`config.mk`:
```
export PLATFORM = sky130hd
export DESIGN_NAME = quicksort_sorter
export DESIGN_NICKNAME = d
export VERILOG_FILES = /design/src/hw/rtl/qss_pkg.sv /design/src/hw/rtl/qss_ram.sv /design/src/hw/rtl/quicksort_sorter.sv
export SDC_FILE = /design/constraint.sdc
export NUM_CORES = 2
export LEC_CHECK = 0
export ABC_AREA = 1
export ABC_CLOCK_PERIOD_IN_PS = 6250
export BUFFER_PORTS_ARGS = -buffer_cell sky130_fd_sc_hd__buf_2
export CAP_MARGIN = 20
export CELL_PAD_IN_SITES_DETAIL_PLACEMENT = 1
export CELL_PAD_IN_SITES_GLOBAL_PLACEMENT = 2
export CORE_ASPECT_RATIO = 0.9
export CORE_MARGIN = 2
export CORE_UTILIZATION = 40
export DETAILED_ROUTE_END_ITERATION = 10
export PLACE_DENSITY = 0.76
export SLEW_MARGIN = 5
export SYNTH_ARGS = -nofsm -noshare
export SYNTH_HDL_FRONTEND = slang
export SYNTH_SLANG_ARGS = --single-unit
```
`constraint.sdc`:
```
create_clock -name clk -period 6.25 [get_ports clk]
set_input_delay 1.25 -clock clk [delete_from_list [all_inputs] [get_ports clk]]
set_output_delay 1.25 -clock clk [all_outputs]
set_load 0.01 [all_outputs]
```
`src/hw/rtl/qss_pkg.sv`:
```
// ----------------------------------------------------------------------------
// qss_pkg
// Types shared by the block sorter: channel payloads and sequencer states.
// ----------------------------------------------------------------------------
`default_nettype none

package qss_pkg;

  localparam int unsigned VALUE_W = 32;

  typedef struct packed {
    logic signed [VALUE_W-1:0] sample_value;
    logic                      block_end;
  } in_item_t;

  typedef struct packed {
    logic signed [VALUE_W-1:0] sorted_value;
    logic                      run_end;
    logic                      overflowed;
  } out_item_t;

  typedef enum logic [3:0] {
    ST_LOAD,
    ST_INIT,
    ST_POP,
    ST_POP_W,
    ST_PIV_W,
    ST_SCAN_RD,
    ST_SCAN_CMP,
    ST_SW_B,
    ST_SW_J,
    ST_FS_B,
    ST_FS_H,
    ST_PUSH_L,
    ST_PUSH_R,
    ST_EMIT_RD,
    ST_EMIT_LD,
    ST_EMIT_HOLD
  } seq_state_t;

endpackage

`default_nettype wire

```
`src/hw/rtl/qss_ram.sv`:
```
// ----------------------------------------------------------------------------
// qss_ram
// Simple dual-port RAM: one write port, one read port with registered data.
// ----------------------------------------------------------------------------
`default_nettype none

module qss_ram #(
  parameter int unsigned DEPTH = 64,
  parameter int unsigned WIDTH = 32
) (
  input  wire logic                     clk,
  input  wire logic                     we,
  input  wire logic [$clog2(DEPTH)-1:0] waddr,
  input  wire logic [WIDTH-1:0]         wdata,
  input  wire logic [$clog2(DEPTH)-1:0] raddr,
  output logic      [WIDTH-1:0]         rdata
);

  logic [WIDTH-1:0] mem [DEPTH];

  always_ff @(posedge clk) begin
    if (we) begin
      mem[waddr] <= wdata;
    end
  end

  always_ff @(posedge clk) begin
    rdata <= mem[raddr];
  end

endmodule

`default_nettype wire

```
`src/hw/rtl/quicksort_sorter.sv`:
```
// ----------------------------------------------------------------------------
// quicksort_sorter
// Block sorter: collects signed 32-bit values, sorts them ascending by
// Lomuto quicksort with an explicit range stack, then streams them out.
// ----------------------------------------------------------------------------
// Usage:
//   Input channel (in_valid / in_stall / in_data): one value per transaction,
//   block_end set on the last value of a block. in_stall is low while
//   loading. Values past MAX_ITEMS are dropped and flag the block.
//   After the block_end transaction in_stall stays high while the block is
//   sorted and emitted; it drops again once the last result is taken.
//   Sort time: one shared compare unit and a value RAM with one registered
//   read port set the pace. Per range the sequencer pops it and fetches the
//   pivot, reads and compares each scanned element, swaps each element less
//   than the pivot to the bound, then closes the scan, places the pivot and
//   pushes the subranges. An init step starts the sort and a pop of the empty
//   stack ends it. Already ascending input is the worst case.
//   Output channel (out_valid / out_stall / out_data): one sorted value per
//   transaction, run_end on the last, overflowed on all results of a block
//   that lost values. The next result is fetched only after one is taken;
//   out_data is registered and holds while out_stall is high.
//   Reset (rst_n low, synchronous) empties the block and the range stack.
// ----------------------------------------------------------------------------
`default_nettype none

module quicksort_sorter
  import qss_pkg::*;
#(
  parameter int unsigned MAX_ITEMS = 64
) (
  input  wire logic      clk,
  input  wire logic      rst_n,
  input  wire logic      in_valid,
  output logic           in_stall,
  input  wire in_item_t  in_data,
  output logic           out_valid,
  input  wire logic      out_stall,
  output out_item_t      out_data
);

  localparam int unsigned IW = $clog2(MAX_ITEMS);
  localparam int unsigned CW = $clog2(MAX_ITEMS + 1);

  seq_state_t state_r, state_nxt;

  logic [CW-1:0] count_r, count_nxt;   // values stored in this block
  logic [CW-1:0] sp_r, sp_nxt;         // pending ranges
  logic [CW-1:0] k_r, k_nxt;           // emit index
  logic          ovf_r, ovf_nxt;
  logic [IW-1:0] lo_r, lo_nxt;
  logic [IW-1:0] hi_r, hi_nxt;
  logic [IW-1:0] bound_r, bound_nxt;
  logic [IW-1:0] j_r, j_nxt;
  logic [VALUE_W-1:0] pivot_r, pivot_nxt;
  logic [VALUE_W-1:0] vj_r, vj_nxt;
  logic [VALUE_W-1:0] tmp_r, tmp_nxt;
  logic          out_valid_r, out_valid_nxt;
  out_item_t     out_r, out_nxt;

  // value store ports
  logic               st_we;
  logic [IW-1:0]      st_waddr, st_raddr;
  logic [VALUE_W-1:0] st_wdata, st_rdata;
  // range stack ports
  logic               rs_we;
  logic [2*IW-1:0]    rs_wdata, rs_rdata;
  logic [IW-1:0]      rs_waddr, rs_raddr;

  logic          in_acc, out_acc;
  logic          has_room, last_out, is_less, scan_more;
  logic [CW-1:0] sp_dec, k_inc;
  logic [IW:0]   right_lo;
  logic [IW-1:0] left_hi;
  logic [IW-1:0] rd_lo, rd_hi;

  qss_ram #(.DEPTH(MAX_ITEMS), .WIDTH(VALUE_W)) u_store (
    .clk   (clk),
    .we    (st_we),
    .waddr (st_waddr),
    .wdata (st_wdata),
    .raddr (st_raddr),
    .rdata (st_rdata)
  );

  qss_ram #(.DEPTH(MAX_ITEMS), .WIDTH(2*IW)) u_stack (
    .clk   (clk),
    .we    (rs_we),
    .waddr (rs_waddr),
    .wdata (rs_wdata),
    .raddr (rs_raddr),
    .rdata (rs_rdata)
  );

  assign in_stall  = (state_r != ST_LOAD);
  assign out_valid = out_valid_r;
  assign out_data  = out_r;
  assign in_acc    = in_valid && !in_stall;
  assign out_acc   = out_valid_r && !out_stall;

  assign has_room  = (count_r < CW'(MAX_ITEMS));
  assign k_inc     = k_r + CW'(1);
  assign last_out  = (k_inc == count_r);
  assign sp_dec    = sp_r - CW'(1);
  assign is_less   = ($signed(st_rdata) < $signed(pivot_r));
  assign scan_more = (j_r < hi_r);
  assign right_lo  = {1'b0, bound_r} + (IW+1)'(1);
  assign left_hi   = bound_r - IW'(1);
  assign rd_lo     = rs_rdata[2*IW-1:IW];
  assign rd_hi     = rs_rdata[IW-1:0];

  // next state
  always_comb begin
    state_nxt = state_r;
    unique case (state_r)
      ST_LOAD:      if (in_acc && in_data.block_end) state_nxt = ST_INIT;
      ST_INIT:      state_nxt = (count_r < CW'(2)) ? ST_EMIT_RD : ST_POP;
      ST_POP:       state_nxt = (sp_r == '0) ? ST_EMIT_RD : ST_POP_W;
      ST_POP_W:     state_nxt = ST_PIV_W;
      ST_PIV_W:     state_nxt = ST_SCAN_RD;
      ST_SCAN_RD:   state_nxt = scan_more ? ST_SCAN_CMP : ST_FS_B;
      ST_SCAN_CMP:  state_nxt = is_less ? ST_SW_B : ST_SCAN_RD;
      ST_SW_B:      state_nxt = ST_SW_J;
      ST_SW_J:      state_nxt = ST_SCAN_RD;
      ST_FS_B:      state_nxt = ST_FS_H;
      ST_FS_H:      state_nxt = ST_PUSH_L;
      ST_PUSH_L:    state_nxt = ST_PUSH_R;
      ST_PUSH_R:    state_nxt = ST_POP;
      ST_EMIT_RD:   state_nxt = ST_EMIT_LD;
      ST_EMIT_LD:   state_nxt = ST_EMIT_HOLD;
      ST_EMIT_HOLD: if (out_acc) state_nxt = last_out ? ST_LOAD : ST_EMIT_RD;
      default:      state_nxt = ST_LOAD;
    endcase
  end

  // datapath and memory control
  always_comb begin
    count_nxt     = count_r;
    sp_nxt        = sp_r;
    k_nxt         = k_r;
    ovf_nxt       = ovf_r;
    lo_nxt        = lo_r;
    hi_nxt        = hi_r;
    bound_nxt     = bound_r;
    j_nxt         = j_r;
    pivot_nxt     = pivot_r;
    vj_nxt        = vj_r;
    tmp_nxt       = tmp_r;
    out_valid_nxt = out_valid_r;
    out_nxt       = out_r;
    st_we         = 1'b0;
    st_waddr      = count_r[IW-1:0];
    st_wdata      = in_data.sample_value;
    st_raddr      = j_r;
    rs_we         = 1'b0;
    rs_waddr      = sp_r[IW-1:0];
    rs_wdata      = {lo_r, left_hi};
    rs_raddr      = sp_dec[IW-1:0];
    unique case (state_r)
      ST_LOAD: begin
        k_nxt = '0;
        if (in_acc) begin
          if (has_room) begin
            st_we     = 1'b1;
            count_nxt = count_r + CW'(1);
          end else begin
            ovf_nxt = 1'b1;
          end
        end
      end
      ST_INIT: begin
        sp_nxt = '0;
        if (count_r >= CW'(2)) begin
          rs_we    = 1'b1;
          rs_waddr = '0;
          rs_wdata = {IW'(0), IW'(count_r - CW'(1))};
          sp_nxt   = CW'(1);
        end
      end
      ST_POP: begin
        if (sp_r != '0) sp_nxt = sp_dec;
      end
      ST_POP_W: begin
        lo_nxt   = rd_lo;
        hi_nxt   = rd_hi;
        st_raddr = rd_hi;
      end
      ST_PIV_W: begin
        pivot_nxt = st_rdata;
        bound_nxt = lo_r;
        j_nxt     = lo_r;
      end
      ST_SCAN_RD: begin
        st_raddr = scan_more ? j_r : bound_r;
      end
      ST_SCAN_CMP: begin
        vj_nxt   = st_rdata;
        st_raddr = bound_r;
        if (!is_less) j_nxt = j_r + IW'(1);
      end
      ST_SW_B: begin
        tmp_nxt  = st_rdata;
        st_we    = 1'b1;
        st_waddr = bound_r;
        st_wdata = vj_r;
      end
      ST_SW_J: begin
        st_we     = 1'b1;
        st_waddr  = j_r;
        st_wdata  = tmp_r;
        bound_nxt = bound_r + IW'(1);
        j_nxt     = j_r + IW'(1);
      end
      ST_FS_B: begin
        tmp_nxt  = st_rdata;
        st_we    = 1'b1;
        st_waddr = bound_r;
        st_wdata = pivot_r;
      end
      ST_FS_H: begin
        st_we    = 1'b1;
        st_waddr = hi_r;
        st_wdata = tmp_r;
      end
      ST_PUSH_L: begin
        // left part [lo, p-1], only if it holds two or more values
        if (bound_r > lo_r && lo_r < left_hi && sp_r < CW'(MAX_ITEMS)) begin
          rs_we  = 1'b1;
          sp_nxt = sp_r + CW'(1);
        end
      end
      ST_PUSH_R: begin
        rs_wdata = {right_lo[IW-1:0], hi_r};
        if (right_lo < {1'b0, hi_r} && sp_r < CW'(MAX_ITEMS)) begin
          rs_we  = 1'b1;
          sp_nxt = sp_r + CW'(1);
        end
      end
      ST_EMIT_RD: begin
        st_raddr = k_r[IW-1:0];
      end
      ST_EMIT_LD: begin
        out_nxt.sorted_value = st_rdata;
        out_nxt.run_end      = last_out;
        out_nxt.overflowed   = ovf_r;
        out_valid_nxt        = 1'b1;
      end
      ST_EMIT_HOLD: begin
        if (out_acc) begin
          out_valid_nxt = 1'b0;
          if (last_out) begin
            count_nxt = '0;
            ovf_nxt   = 1'b0;
            k_nxt     = '0;
            sp_nxt    = '0;
          end else begin
            k_nxt = k_inc;
          end
        end
      end
      default: begin
      end
    endcase
  end

  always_ff @(posedge clk) begin
    if (!rst_n) begin
      state_r     <= ST_LOAD;
      count_r     <= '0;
      sp_r        <= '0;
      k_r         <= '0;
      ovf_r       <= 1'b0;
      out_valid_r <= 1'b0;
    end else begin
      state_r     <= state_nxt;
      count_r     <= count_nxt;
      sp_r        <= sp_nxt;
      k_r         <= k_nxt;
      ovf_r       <= ovf_nxt;
      out_valid_r <= out_valid_nxt;
    end
  end

  always_ff @(posedge clk) begin
    lo_r    <= lo_nxt;
    hi_r    <= hi_nxt;
    bound_r <= bound_nxt;
    j_r     <= j_nxt;
    pivot_r <= pivot_nxt;
    vj_r    <= vj_nxt;
    tmp_r   <= tmp_nxt;
    out_r   <= out_nxt;
  end

  // no input is taken while a result is pending
  a_out_blocks_in: assert property (@(posedge clk) disable iff (!rst_n)
    out_valid |-> in_stall)
    else $error("input accepted while a result is pending");

  // closing a block stops the input side
  a_close_stalls: assert property (@(posedge clk) disable iff (!rst_n)
    (in_valid && !in_stall && in_data.block_end) |=> in_stall)
    else $error("input not stalled after block end");

  // single-element ranges are never pushed, so the stack is never more than half full
  a_stack_bound: assert property (@(posedge clk) disable iff (!rst_n)
    sp_r <= CW'(MAX_ITEMS / 2))
    else $error("range stack deeper than expected");

  // taking the final result empties the block
  a_run_end_clears: assert property (@(posedge clk) disable iff (!rst_n)
    (out_valid && !out_stall && out_data.run_end) |=> (count_r == '0 && !ovf_r))
    else $error("block not cleared after last result");

endmodule

`default_nettype wire
```
==> summary.txt <==
Timing
  • Final setup viols: 0
  • Tmin final: approximately 6000 ps
  • Worst rel slew slack: 11.6%
  • Setup ws final: approximately 250 ps
  • Worst Tran Pin Value: 1330 ps
  • Fin. max-slew vios: 0
  • Hold slack: about 420 ps
  • Setup Total Neg Slack: 0 ps
  • Final Hold Vio Count: 0
  • RSZ-0062 raised after global routing: true
  • Clock Skews: just over 80 ps
  • Fin crit share: 96.0%
  • Max frequency: 167 MHz

Min path
  • Hold_sp: ovf_r
  • Hold Path Depth: 0
  • Hold Crit Class: reg2reg
  • Hold Path End: out_data[0]

Yosys
  • Sequential area share after synthesis: between 60% and 70%
  • Syn Inst Count: about 12000
  • XOR/XNOR share of the synthesized area: less than 1%
  • Area contributors post-synth: edfxtp_1 68%, nand3_1 6.7%, inv_1 5.4%
  • Post-synth top area cell: edfxtp_1
  • Async S/R FF share, synth: 0%
  • Compound-gate portion of the synthesized area: approximately 5.4%
  • Synth Area in Adders: less than 1%
  • Synth top area share: between 60 and 70%
  • Synthesis Warnings: 0
  • Main synth FF type: edfxtp_1
  • Area of the mapped netlist: 132000 sq um
  • Avg Inst Size Synth: 11.2 sq um
  • Largest family of logic cells by synthesized area: simple AND/OR/NAND/NOR gates
  • Post-synth cell types: 52
  • Synth Area in Simple Gates: between 15 and 20%
  • Flops & latches, synth: roughly 3000
  • Post-synth EDFFs: around 3000
  • Syn Nets: roughly 12000
  • Mux contribution to synthesized area: 0%

Place
  • Port Buf Inserts: ~70
  • Final RePlAce weighted congestion: approximately 0.86
  • Post-DP HPWL: 249000 microns
  • Post-placement cell count: around 16000
  • Pre-CTS setup slack: approximately 270 ps

Floorplan
  • FP Rows: between 150 and 200
  • Die area: 333000 sq um
  • CORE AREA: approximately 330000 sq um
  • Ports: 73
  • Die height: ~550 microns
  • Die width: 608 microns
  • Initial core utilization: between 40 and 50%

Critical path
  • Buf+Inv Stages, Crit Path: 1
  • R2R Path End: u_stack.mem[35][6]
  • Worst path max stage delay: about 1200 ps
  • Worst EP required: 6810 ps
  • Arrival time at the worst endpoint: 6560 ps
  • CP delay by family, top: simple AND/OR/NAND/NOR gates
  • Worst setup SP type: flop
  • Crit end category: flop
  • Setup CP Type: reg2reg
  • Reg2Reg Setup Slack: between 200 and 300 ps
  • Crit path cell chain: inv_1, ha_1, ha_1, a21o_1, a21oi_1, o21ai_0, o21ai_0, o211ai_1, o211ai_1, nand3_1, nor2_1
  • Crit path max fanout: 12
  • Critical R2R Launch: bound_r[0]
  • Slowest CP cell: nor2_1
  • R2R depth: 11
  • CP Depth: 11

Route
  • Via count: 92600
  • Vias per cell: between 5 and 6
  • # DRC: 0
  • Post-Route WL: ~450000 microns
  • Antenna viol nets, final: 0
  • DR iter-0 viols: 8946
  • First-pass detailed-route iteration total: 6
  • WL/cell: between 20 and 30 microns

Flow run
  • Max cap viols: 0

Clocking
  • Worst-skew pair later-pin latency: about 960 ps
  • CTS Buf Count: 329
  • Clock sink count: around 3000
  • CTS root buffer: clkbuf_16
  • Clk buf depth: 4
  • H-tree levels: 5
  • Reg clk slew, reported paths: ~60 ps
  • Setup Buffers After CTS: 0
  • CTS tree: yes

Pwr
  • Power per cell area: about 370 nW/um^2
  • VDD IR max: ~0.00029 V
  • Leakage: approximately 56 nW

GRT
  • Grt total ovfl: 0
  • Largest net degree at the start of global routing: ~180
  • GRT Overall Usage: about a quarter
  • First-pass GRT wire length: 655000 microns
  • Initial antenna violation count: 23
  • Vias in the first global route: about 95000

Final layout
  • Filler cells: 34600
  • Nets: approximately 12000
  • Final non-filler cell total: ~16000
  • Most common cell after layout, fill and taps aside: edfxtp_1
  • Share of cells above drive strength 1: under 10%
  • Area Overhead vs Synth: 12.7%
  • Most frequent cells in the layout: 2970 x edfxtp_1, 1875 x inv_1, 1757 x nand3_1
  • Util after Layout: between 40% and 50%

Status
  • Status: finished, final reports clean
## repair_timing
item	in CTS	in global routing
setup endpoints to repair	0	96
gates resized for setup	0	2
hold buffers	0	0
## where the power goes
group / internal, mW / switching [mW] / total (mW)
clock network: 11.0 / 8.27 / 19.3
logic: 2.85 / 9.15 / 12.0
registers: 23.6 / 0.384 / 24.0
total: 37.4 / 17.8 / 55.2
## cells by family (layout without fill, tap and decap cells)
group,after synthesis,in the layout
compound gates,1183,1183
buf+inv,2688,2862
fa+ha+maj,59,59
flops,3041,3041
xor+xnor,28,28
other cells,0,13
simple gates,4717,4717
## per-layer routing
layer | GRT usage, % | vias to the layer above | routed length, microns
met2 | 44.6 | 3151 | 216000
met4 | 11.2 | 0 | 21800
met3 | 3.06 | 788 | 26500
li1 | - | 40800 | -
met5 | 0 | - | 0
met1 | 35.0 | 47900 | 189000
## sequential cells by signal, summed over array words and instances (netlist names), 7 cells and up
| register | flops |
|---|---|
| count_r | 7 |
| k_r | 7 |
| out_data | 34 |
| pivot_r | 32 |
| sp_r | 7 |
| tmp_r | 32 |
| u_stack.mem | 768 |
| u_stack.rdata | 12 |
| u_store.mem | 2048 |
| u_store.rdata | 32 |
| vj_r | 32 |
## worst max path at each step
stage,startpoint,end,slack [ps]
after floorplan,count_r[5],u_stack.mem[0][11],1810
after global placement,bound_r[0],u_stack.mem[59][5],300
after detailed placement,bound_r[0],u_stack.mem[59][2],270
after CTS,bound_r[0],u_stack.mem[59][6],270
after global routing,bound_r[0],u_stack.mem[51][4],-120
final,bound_r[0],u_stack.mem[35][6],250
## synthesized netlist by cell type, drive strengths merged, types with 71 or more instances
cell and count:
inv 1894, o21ai 717, nand4 718, dfxtp 71
o211ai 150, nand3 1762, o22ai 105, nand2 1595
edfxtp 2970, buf 458, clkbuf 334, o221ai 103
nor2 615
## final cells by class
type	instances	area (sq um)	share of cell area, %
tap	4321	5410	3.65
timing repair buffer	371	3340	2.25
clock buffer	447	8970	6.06
multi-input combinational	5987	31200	21.1
inverter	1895	7180	4.84
sequential	3041	90600	61.1
clock inverter	149	1440	0.972
antenna	13	32.5	0.0219
## through the flow
| stage | total power, mW | cell area, sq um |
|---|---|---|
| CTS | 55.4 | 148000 |
| global placement | 35.9 | 137000 |
| detailed placement | 36.2 | 138000 |
| global route | 57.0 | 148000 |
| finish | 55.2 | 148000 |
| floorplan | 30.9 | 132000 |
No activity file was read; power rests on OpenSTA's default activity.
